==> config.mk <==
export PLATFORM = sky130hd
export DESIGN_NAME = chunked_backup_crc_verifier_unit_flat
export DESIGN_NICKNAME = d
export VERILOG_FILES = /design/src/sv/crcv_pkg.sv /design/src/sv/crcv_ifs.sv /design/src/sv/crcv_accum.sv /design/src/sv/crcv_out_reg.sv /design/src/sv/chunked_backup_crc_verifier_unit.sv /design/src/flat_wrapper.sv
export SDC_FILE = /design/constraint.sdc
export NUM_CORES = 1
export LEC_CHECK = 0
export ABC_AREA = 1
export BUFFER_PORTS_ARGS = -buffer_cell sky130_fd_sc_hd__clkbuf_2
export CORE_AREA = 2 2 223 225
export DETAILED_ROUTE_END_ITERATION = 8
export DIE_AREA = 0 0 225 227
export HOLD_SLACK_MARGIN = 0.08
export PLACE_DENSITY = 0.38
export SLEW_MARGIN = 20
export SYNTH_ARGS = -nofsm -noshare
export SYNTH_HDL_FRONTEND = slang
export SYNTH_SLANG_ARGS = --single-unit
==> constraint.sdc <==
create_clock -name i_clk -period 1.7 [get_ports i_clk]
set_input_delay 0.085 -clock i_clk [delete_from_list [all_inputs] [get_ports i_clk]]
set_output_delay 0.085 -clock i_clk [all_outputs]
set_load 0.02 [all_outputs]
==> src/sv/crcv_pkg.sv <==
`timescale 1ns / 1ps
// Package: types, constants and the CRC byte step of the chunk CRC verifier.
package crcv_pkg;

    localparam int NUM_CHUNKS = 5;

    localparam int unsigned CHUNK_W = 3;
    localparam int unsigned CSIZE_W = 24;
    localparam int unsigned WORD_W  = 32;
    localparam int unsigned CFG_IDX_W = 1;

    localparam logic [CHUNK_W-1:0] LAST_CHUNK = CHUNK_W'(NUM_CHUNKS - 1);

    localparam logic [WORD_W-1:0] CRC_POLY = 32'hEDB8_8320;
    localparam logic [WORD_W-1:0] CRC_ONES = 32'hFFFF_FFFF;

    // Input item kinds
    localparam logic KIND_DATA = 1'b0;
    localparam logic KIND_END  = 1'b1;

    // Configuration register indexes
    localparam logic [CFG_IDX_W-1:0] CFG_TOTAL_SIZE = 1'b0;
    localparam logic [CFG_IDX_W-1:0] CFG_TOTAL_CRC  = 1'b1;

    typedef struct packed {
        logic                kind;
        logic [7:0]          data_byte;
        logic [CSIZE_W-1:0]  expected_size;
        logic [WORD_W-1:0]   expected_crc;
        logic                chunk_missing;
    } t_item;

    typedef struct packed {
        logic [CHUNK_W-1:0] chunk_index;
        logic               chunk_ok;
        logic               set_done;
        logic               set_ok;
    } t_result;

    // One reflected CRC-32 byte step, eight bit steps unrolled.
    function automatic logic [WORD_W-1:0] crc_byte(input logic [WORD_W-1:0] acc,
                                                   input logic [7:0] data);
        logic [WORD_W-1:0] c;
        c = acc ^ {24'h0, data};
        for (int k = 0; k < 8; k++) begin
            c = c[0] ? ((c >> 1) ^ CRC_POLY) : (c >> 1);
        end
        return c;
    endfunction

endpackage

==> src/sv/crcv_ifs.sv <==
`timescale 1ns / 1ps
// Interfaces: input item, result and configuration write channels.
interface crcv_in_if;
    import crcv_pkg::*;
    logic                valid;
    logic                ready;
    logic                kind;
    logic [7:0]          data_byte;
    logic [CSIZE_W-1:0]  expected_size;
    logic [WORD_W-1:0]   expected_crc;
    logic                chunk_missing;

    modport source (output valid, kind, data_byte, expected_size, expected_crc,
                    chunk_missing, input ready);
    modport sink   (input valid, kind, data_byte, expected_size, expected_crc,
                    chunk_missing, output ready);
endinterface

interface crcv_out_if;
    import crcv_pkg::*;
    logic               valid;
    logic               ready;
    logic [CHUNK_W-1:0] chunk_index;
    logic               chunk_ok;
    logic               set_done;
    logic               set_ok;

    modport source (output valid, chunk_index, chunk_ok, set_done, set_ok, input ready);
    modport sink   (input valid, chunk_index, chunk_ok, set_done, set_ok, output ready);
endinterface

interface crcv_cfg_if;
    import crcv_pkg::*;
    logic                 valid;
    logic                 ready;
    logic [CFG_IDX_W-1:0] index;
    logic [WORD_W-1:0]    wdata;

    modport source (output valid, index, wdata, input ready);
    modport sink   (input valid, index, wdata, output ready);
endinterface

==> src/sv/crcv_accum.sv <==
`timescale 1ns / 1ps
// CRC and byte count accumulators with the chunk and set checks.
module crcv_accum #(
    parameter int NUM_CHUNKS = crcv_pkg::NUM_CHUNKS
) (
    input  logic                          i_clk,
    input  logic                          i_rst_n,
    input  logic                          i_accept,
    input  crcv_pkg::t_item               i_item,
    input  logic [crcv_pkg::WORD_W-1:0]   i_total_size,
    input  logic [crcv_pkg::WORD_W-1:0]   i_total_crc,
    output logic                          o_res_load,
    output crcv_pkg::t_result             o_res
);
    import crcv_pkg::*;

    localparam logic [CHUNK_W-1:0] LAST_IDX = CHUNK_W'(NUM_CHUNKS - 1);

    logic [WORD_W-1:0]  r_chunk_crc, n_chunk_crc;
    logic [WORD_W-1:0]  r_total_crc, n_total_crc;
    logic [CSIZE_W-1:0] r_chunk_cnt, n_chunk_cnt;
    logic [WORD_W-1:0]  r_total_cnt, n_total_cnt;
    logic [CHUNK_W-1:0] r_chunk,     n_chunk;
    logic               r_failed,    n_failed;

    logic chunk_ok;
    logic last;
    logic totals_ok;

    assign chunk_ok  = !i_item.chunk_missing && (r_chunk_cnt == i_item.expected_size)
                       && ((r_chunk_crc ^ CRC_ONES) == i_item.expected_crc);
    assign last      = (r_chunk >= LAST_IDX);
    assign totals_ok = (r_total_cnt == i_total_size)
                       && ((r_total_crc ^ CRC_ONES) == i_total_crc);

    assign o_res_load        = i_accept && (i_item.kind == KIND_END);
    assign o_res.chunk_index = r_chunk;
    assign o_res.chunk_ok    = chunk_ok;
    assign o_res.set_done    = last;
    assign o_res.set_ok      = last && !r_failed && chunk_ok && totals_ok;

    always_comb begin
        n_chunk_crc = r_chunk_crc;
        n_total_crc = r_total_crc;
        n_chunk_cnt = r_chunk_cnt;
        n_total_cnt = r_total_cnt;
        n_chunk     = r_chunk;
        n_failed    = r_failed;
        if (i_accept) begin
            if (i_item.kind == KIND_DATA) begin
                n_chunk_crc = crc_byte(r_chunk_crc, i_item.data_byte);
                n_total_crc = crc_byte(r_total_crc, i_item.data_byte);
                if (r_chunk_cnt != '1) begin
                    n_chunk_cnt = r_chunk_cnt + 1'b1;
                end
                if (r_total_cnt != '1) begin
                    n_total_cnt = r_total_cnt + 1'b1;
                end
            end else if (last) begin
                n_chunk_crc = CRC_ONES;
                n_total_crc = CRC_ONES;
                n_chunk_cnt = '0;
                n_total_cnt = '0;
                n_chunk     = '0;
                n_failed    = 1'b0;
            end else begin
                n_chunk_crc = CRC_ONES;
                n_chunk_cnt = '0;
                n_chunk     = r_chunk + 1'b1;
                n_failed    = r_failed || !chunk_ok;
            end
        end
    end

    always_ff @(posedge i_clk) begin
        if (!i_rst_n) begin
            r_chunk_crc <= CRC_ONES;
            r_total_crc <= CRC_ONES;
            r_chunk_cnt <= '0;
            r_total_cnt <= '0;
            r_chunk     <= '0;
            r_failed    <= 1'b0;
        end else begin
            r_chunk_crc <= n_chunk_crc;
            r_total_crc <= n_total_crc;
            r_chunk_cnt <= n_chunk_cnt;
            r_total_cnt <= n_total_cnt;
            r_chunk     <= n_chunk;
            r_failed    <= n_failed;
        end
    end

    a_chunk_range: assert property (@(posedge i_clk) disable iff (!i_rst_n)
        r_chunk <= LAST_IDX)
        else $error("chunk index past end of set");

    a_set_clears: assert property (@(posedge i_clk) disable iff (!i_rst_n)
        (o_res_load && last) |=> (r_chunk == '0 && r_total_cnt == '0 && !r_failed
                                  && r_total_crc == CRC_ONES))
        else $error("state not cleared at set end");

    a_byte_counted: assert property (@(posedge i_clk) disable iff (!i_rst_n)
        (i_accept && i_item.kind == KIND_DATA) |=> (r_chunk_cnt != '0 && r_total_cnt != '0))
        else $error("data byte not counted");

    a_fail_sticky: assert property (@(posedge i_clk) disable iff (!i_rst_n)
        (o_res_load && !last && !chunk_ok) |=> r_failed)
        else $error("chunk failure not recorded");

endmodule

==> src/sv/crcv_out_reg.sv <==
`timescale 1ns / 1ps
// Result register driving the output channel.
module crcv_out_reg (
    input  logic              i_clk,
    input  logic              i_rst_n,
    input  logic              i_load,
    input  crcv_pkg::t_result i_res,
    output logic              o_can_load,
    crcv_out_if.source        o_out
);
    import crcv_pkg::*;

    logic    r_valid, n_valid;
    t_result r_res;

    // Free when empty or being emptied this cycle
    assign o_can_load = !r_valid || o_out.ready;

    always_comb begin
        n_valid = r_valid;
        if (o_out.ready) begin
            n_valid = 1'b0;
        end
        if (i_load) begin
            n_valid = 1'b1;
        end
    end

    always_ff @(posedge i_clk) begin
        if (!i_rst_n) begin
            r_valid <= 1'b0;
        end else begin
            r_valid <= n_valid;
        end
    end

    always_ff @(posedge i_clk) begin
        if (i_load) begin
            r_res <= i_res;
        end
    end

    assign o_out.valid       = r_valid;
    assign o_out.chunk_index = r_res.chunk_index;
    assign o_out.chunk_ok    = r_res.chunk_ok;
    assign o_out.set_done    = r_res.set_done;
    assign o_out.set_ok      = r_res.set_ok;

    a_no_overwrite: assert property (@(posedge i_clk) disable iff (!i_rst_n)
        i_load |-> o_can_load)
        else $error("result overwritten before taken");

    a_set_ok_gated: assert property (@(posedge i_clk) disable iff (!i_rst_n)
        r_valid |-> (!r_res.set_ok || r_res.set_done))
        else $error("set_ok without set_done");

endmodule

==> src/sv/chunked_backup_crc_verifier_unit.sv <==
`timescale 1ns / 1ps
// Top level of the chunked backup CRC-32 verifier.
//
//  Channel  | Dir | Payload                                             | Accept
//  ---------+-----+-----------------------------------------------------+-----------------
//  i_in     | in  | kind, data_byte, expected_size, expected_crc,       | valid && ready
//           |     | chunk_missing                                       |
//  o_out    | out | chunk_index, chunk_ok, set_done, set_ok             | valid && ready
//  i_cfg    | in  | index (0 total_size, 1 total_crc), wdata            | valid (ready = 1)
//
//  One input transaction per cycle while input ready is high. Data bytes update both CRCs and counters in
//  the cycle they are taken; an end item loads the result register, which is
//  shown on o_out from the next cycle.
//  Input ready drops only while a result waits in the output register and the
//  sink stalls; no bytes are lost or held elsewhere.
//  i_rst_n is synchronous, active low: CRCs to all ones, counters, chunk index
//  and failure flag to zero, config registers to zero, output empty.
module chunked_backup_crc_verifier_unit #(
    parameter int NUM_CHUNKS = crcv_pkg::NUM_CHUNKS
) (
    input  logic       i_clk,
    input  logic       i_rst_n,
    crcv_in_if.sink    i_in,
    crcv_out_if.source o_out,
    crcv_cfg_if.sink   i_cfg
);
    import crcv_pkg::*;

    logic [WORD_W-1:0] r_total_size;
    logic [WORD_W-1:0] r_total_crc;

    t_item   item;
    t_result res;
    logic    accept;
    logic    res_load;
    logic    can_load;

    // Config writes always taken; the user must make writes only while idle, which the block does not enforce
    assign i_cfg.ready = 1'b1;

    always_ff @(posedge i_clk) begin
        if (!i_rst_n) begin
            r_total_size <= '0;
            r_total_crc  <= '0;
        end else if (i_cfg.valid) begin
            unique case (i_cfg.index)
                CFG_TOTAL_SIZE: r_total_size <= i_cfg.wdata;
                CFG_TOTAL_CRC:  r_total_crc  <= i_cfg.wdata;
                default: ;
            endcase
        end
    end

    // Data bytes produce no result, so they could pass a stall; keep one simple
    // rule for both kinds so ready never depends on the payload.
    assign i_in.ready = can_load;
    assign accept     = i_in.valid && i_in.ready;

    assign item.kind          = i_in.kind;
    assign item.data_byte     = i_in.data_byte;
    assign item.expected_size = i_in.expected_size;
    assign item.expected_crc  = i_in.expected_crc;
    assign item.chunk_missing = i_in.chunk_missing;

    crcv_accum #(
        .NUM_CHUNKS (NUM_CHUNKS)
    ) u_accum (
        .i_clk        (i_clk),
        .i_rst_n      (i_rst_n),
        .i_accept     (accept),
        .i_item       (item),
        .i_total_size (r_total_size),
        .i_total_crc  (r_total_crc),
        .o_res_load   (res_load),
        .o_res        (res)
    );

    crcv_out_reg u_out_reg (
        .i_clk      (i_clk),
        .i_rst_n    (i_rst_n),
        .i_load     (res_load),
        .i_res      (res),
        .o_can_load (can_load),
        .o_out      (o_out)
    );

    a_ready_when_free: assert property (@(posedge i_clk) disable iff (!i_rst_n)
        !o_out.valid |-> i_in.ready)
        else $error("input stalled with empty output register");

    a_end_gives_result: assert property (@(posedge i_clk) disable iff (!i_rst_n)
        (accept && i_in.kind == KIND_END) |=> o_out.valid)
        else $error("end transaction gave no result");

    a_data_no_result: assert property (@(posedge i_clk) disable iff (!i_rst_n)
        (accept && i_in.kind == KIND_DATA && o_out.ready) |=> !o_out.valid)
        else $error("data transaction gave a result");

endmodule

==> src/flat_wrapper.sv <==
// flat-port wrapper written by rule: the top's interface ports become plain ports
module chunked_backup_crc_verifier_unit_flat import crcv_pkg::*;
#(
    parameter int NUM_CHUNKS = crcv_pkg::NUM_CHUNKS
)
  (i_clk, i_rst_n, i_in_valid, i_in_kind, i_in_data_byte, i_in_expected_size, i_in_expected_crc, i_in_chunk_missing, i_in_ready, o_out_valid, o_out_chunk_index, o_out_chunk_ok, o_out_set_done, o_out_set_ok, o_out_ready, i_cfg_valid, i_cfg_index, i_cfg_wdata, i_cfg_ready);
  crcv_in_if i_in_i ();
  crcv_out_if o_out_i ();
  crcv_cfg_if i_cfg_i ();
  input  logic i_clk;
  input  logic i_rst_n;
  input wire logic [$bits(i_in_i.valid)-1:0] i_in_valid;
  input wire logic [$bits(i_in_i.kind)-1:0] i_in_kind;
  input wire logic [$bits(i_in_i.data_byte)-1:0] i_in_data_byte;
  input wire logic [$bits(i_in_i.expected_size)-1:0] i_in_expected_size;
  input wire logic [$bits(i_in_i.expected_crc)-1:0] i_in_expected_crc;
  input wire logic [$bits(i_in_i.chunk_missing)-1:0] i_in_chunk_missing;
  output wire logic [$bits(i_in_i.ready)-1:0] i_in_ready;
  output wire logic [$bits(o_out_i.valid)-1:0] o_out_valid;
  output wire logic [$bits(o_out_i.chunk_index)-1:0] o_out_chunk_index;
  output wire logic [$bits(o_out_i.chunk_ok)-1:0] o_out_chunk_ok;
  output wire logic [$bits(o_out_i.set_done)-1:0] o_out_set_done;
  output wire logic [$bits(o_out_i.set_ok)-1:0] o_out_set_ok;
  input wire logic [$bits(o_out_i.ready)-1:0] o_out_ready;
  input wire logic [$bits(i_cfg_i.valid)-1:0] i_cfg_valid;
  input wire logic [$bits(i_cfg_i.index)-1:0] i_cfg_index;
  input wire logic [$bits(i_cfg_i.wdata)-1:0] i_cfg_wdata;
  output wire logic [$bits(i_cfg_i.ready)-1:0] i_cfg_ready;
  assign i_in_i.valid = i_in_valid;
  assign i_in_i.kind = i_in_kind;
  assign i_in_i.data_byte = i_in_data_byte;
  assign i_in_i.expected_size = i_in_expected_size;
  assign i_in_i.expected_crc = i_in_expected_crc;
  assign i_in_i.chunk_missing = i_in_chunk_missing;
  assign i_in_ready = i_in_i.ready;
  assign o_out_valid = o_out_i.valid;
  assign o_out_chunk_index = o_out_i.chunk_index;
  assign o_out_chunk_ok = o_out_i.chunk_ok;
  assign o_out_set_done = o_out_i.set_done;
  assign o_out_set_ok = o_out_i.set_ok;
  assign o_out_i.ready = o_out_ready;
  assign i_cfg_i.valid = i_cfg_valid;
  assign i_cfg_i.index = i_cfg_index;
  assign i_cfg_i.wdata = i_cfg_wdata;
  assign i_cfg_ready = i_cfg_i.ready;
  chunked_backup_crc_verifier_unit #(.NUM_CHUNKS(NUM_CHUNKS)) u_core (.i_clk(i_clk), .i_rst_n(i_rst_n), .i_in(i_in_i), .o_out(o_out_i), .i_cfg(i_cfg_i));
endmodule
==> impl_metrics.py <==
metrics = {
    "setup_path": {
        "rr_startpoint": "u_core.u_accum.r_total_cnt[1]$_SDFFE_PN0P_",
        "cp-start-kind": "flop",
        "worstReg2RegEnd": "u_core.u_accum.r_total_cnt[27]$_SDFFE_PN0P_",
        "critPathKind": "flop to flop",
        "worstRegToRegCells": 11,
        "critPathMaxFanout": 8,
        "arrival_ps": 2060,
        "ff2ff_setup_slack_ps": 10,
        "worstSetupEndpointType": "flop",
        "cp.required_ps": 2070,
    },
    "die": {
        "num_io_pins": 113,
        "dieWidth_um": 225,
        "rows": 81,
        "die_area_sq_um": 51100,
        "start_util_pct": 24.8,
        "core-area_sq_um": 48500,
        "die_y_um": 227,
    },
    "min_path": {
        "whs_path_depth": 4,
        "min_path_type": "primary input to flop",
        "whs_endpoint": "u_core.u_accum.r_total_crc[11]$_SDFFE_PN1P_",
        "hold_start": "i_in_kind",
    },
    "pwr": {
        "p_leak_uw": 0.00728,
        "max-vdd-ir-drop_uv": 578,
        "powerDensity_nw_per_um2": 796,
        "power_uw": 13000,
    },
    "clocking": {
        "cts_buffers": 17,
        "cts_buffer_depth": 2,
        "cts-root-buf": "clkbuf_16",
        "insertion_delay_ps": 500,
        "h-tree-depth": 4,
        "clock_sinks": 195,
        "clk_pin_slew_ps": 80,
        "cts_tree": "built",
    },
    "drt": {
        "drt_iter0_drc": 617,
        "via_per_inst": 4.55,
        "vias": 13034,
        "drcViolationCount": 0,
        "firstDrtPassIters": 5,
        "wl_per_cell_um": 17.2,
        "routed_wirelength_mm": 49.2,
        "antenna_left": 0,
    },
    "final_layout": {
        "syn_to_final_growth_pct": 35.4,
        "final_cell_mix": "480 x nand2_1, 337 x nor2_1, 174 x buf_4",
        "drive_above_1_share_pct": 23.2,
        "utilization_pct": 33.6,
        "layout_commonest_cell": "nand2_1",
        "antenna_cells": 0,
        "fin_nets": 2337,
    },
    "yosys": {
        "synth_flop_cell": "dfxtp_1",
        "synthCells": 1924,
        "synthTopCellsByArea": "dfxtp_1 31%, nand2_1 16%, nor2_1 11%",
        "synth-seq-cells": 195,
        "ys_seq_area_share_pct": 32.9,
        "avgSynthCellArea_sq_um": 6.27,
        "syn-num-nets": 2032,
        "netlist_area_sq_um": 12100,
        "synth_largest_area_cell": "dfxtp_1",
        "ys_async_sr_fraction_pct": 0,
        "synth_edf_count": 6,
        "synth_top_area_share_pct": 31.4,
        "yosysWarnings": 0,
        "synth_cell_types": 46,
    },
    "sta": {
        "setup_viol": 0,
        "timing.final.max_slew_violations": 0,
        "fmax_mhz": 593,
        "setup_slack_ps": 13.4,
        "fin_crit_ps": 1690,
        "hold_viol": 0,
        "rsz0062_at_grt": "true",
        "fin_crit_sh_pct": 99.2,
        "fin_worst_skew_ps": 9.28,
        "fin_hold_ws_ps": 140,
    },
    "flow_run": {
        "drv_cap": 0,
    },
    "global_routing": {
        "grt_overflow_total": 0,
        "grt_pass1_vias": 12420,
        "gr-usage-met1_pct": 25.5,
        "grt_max_degree": 47,
        "busiest_layer": "met2",
        "grtUsageTotal_pct": 19.3,
        "grtUsageMet3_pct": 2.62,
        "grtUsageMet2_pct": 33.0,
        "grt_pass1_wl_mm": 73.7,
        "antenna_found_initial": 0,
    },
    "place": {
        "dp_hpwl_mm": 38.7,
        "place_ws_ps": -126,
        "gp_congestion": 0.877,
        "io_buffers": 111,
    },
    "outcome": {
        "status": "complete, no violations",
    },
}
-- state kept, by name, summed over array words and instances (netlist names) --
register / flops
u_core.u_out_reg.o_out.chunk_ok: 1
u_core.u_out_reg.o_out.set_done: 1
u_core.u_accum.r_total_cnt: 32
u_core.r_total_crc: 32
u_core.u_out_reg.o_out.valid: 1
u_core.r_total_size: 32
u_core.u_accum.r_chunk_crc: 32
u_core.u_accum.r_chunk: 3
u_core.u_accum.r_total_crc: 32
u_core.u_accum.r_chunk_cnt: 24
u_core.u_out_reg.o_out.set_ok: 1
u_core.u_accum.r_failed: 1
u_core.u_out_reg.o_out.chunk_index: 3
-- synth_stat cells, types with 3 or more instances --
library cell    n
o211ai_1       18
nand4_1        30
a21oi_1        99
dfxtp_1       189
nand3b_1        3
nor3_2          3
nor2_2          5
nand2_1       502
o22ai_1        16
o21ai_1         9
clkinv_1        3
inv_2          20
clkbuf_1       41
o21ai_0       143
xnor2_2         3
xor2_1         75
edfxtp_1        6
nor3_1         26
o221ai_1        4
buf_6           4
nor2_1        365
buf_2          13
buf_4           6
nand3_1        92
nand2_2        17
xnor2_1        46
ha_1            4
inv_1         160
-- per-stage QoR --
stage | std cells | setup TNS (ps) | cell area, sq um
final | 2864 | 0 | 16300
after global routing | 2864 | -1510 | 16300
after CTS | 2851 | -1.31 | 15700
after detailed placement | 2776 | -203 | 14600
after global placement | 2776 | -275 | 14600
after floorplan | 1924 | 0 | 12100
-- final cells by class --
type	instances	area, sq um
clock buffers	18	439
inverters	183	698
repair inverters	1	5.00
flip-flops and latches	195	4020
well taps	622	778
repair buffers	352	2700
multi-input cells	1479	7500
clock inverters	14	169
fillers	5350	32200
-- repair_timing --
action | 4_1_cts | 5_1_grt
gates resized for setup | 11 | 154
hold endpoints to repair | 66 | 0
gates cloned | 0 | 5
setup endpoints to repair | 17 | 98
hold buffers | 43 | 0
setup buffers | 0 | 8
pin swaps | 0 | 17
-- cell families after synthesis --
group,count (synthesis),share of synthesized area [%]
AOI/OAI and AO/OA,293,12.9
xor gates and xnor gates,124,9.20
adders and majority gates,4,0.415
and+or+nand+nor,1057,36.2
DFF,195,32.9
buffers and inverters,250,8.37
other,1,0.0311
-- power breakdown --
group	switching [uW]	leakage, uW	internal [uW]	total, uW
Combinational	1960	0.00538	1480	3430
Clock	2140	0.000291	2250	4390
Sequential	310	0.00162	4850	5160
Total	4400	0.00728	8580	13000
-- worst max-delay path, cell delays in order (launching register included) --
cell       delay (ps)
dfxtp_2           360
ha_4              150
nand2_4            60
nor2_2             80
nand4_1            90
nor2_2            190
nand3_4           120
nand2_8           140
clkbuf_16         170
nor2_2             30
a21oi_1           110
nor2_1             50
-- per-layer routing --
metal / vias up / share of wire (%) / wire [um]
met1: 6031 / 48 / 23700
met4: 0 / 1.8 / 868
met5: - / 0 / 0
li1: 6751 / - / -
met3: 39 / 2.9 / 1440
met2: 213 / 47 / 23200
-- worst max path at each step --
stage | from | end | slack [ps] | cells after the start
2_1_floorplan | u_core.u_out_reg.o_out.valid$_SDFFE_PN0P_ | u_core.u_accum.r_total_cnt[28]$_SDFFE_PN0P_ | 10 | 9
3_3_place_gp | u_core.r_total_size[10]$_SDFFE_PN0P_ | u_core.u_out_reg.o_out.set_ok$_DFFE_PP_ | -190 | 6
3_5_place_dp | u_core.u_accum.r_total_cnt[10]$_SDFFE_PN0P_ | u_core.u_out_reg.o_out.set_ok$_DFFE_PP_ | -130 | 7
4_1_cts | u_core.u_accum.r_total_cnt[0]$_SDFFE_PN0P_ | u_core.u_accum.r_total_cnt[11]$_SDFFE_PN0P_ | -1 | 11
5_1_grt | u_core.u_accum.r_total_cnt[1]$_SDFFE_PN0P_ | u_core.u_accum.r_total_cnt[27]$_SDFFE_PN0P_ | -80 | 11
6_report | u_core.u_accum.r_total_cnt[1]$_SDFFE_PN0P_ | u_core.u_accum.r_total_cnt[27]$_SDFFE_PN0P_ | 10 | 11
(Power assumes the default switching activity.)
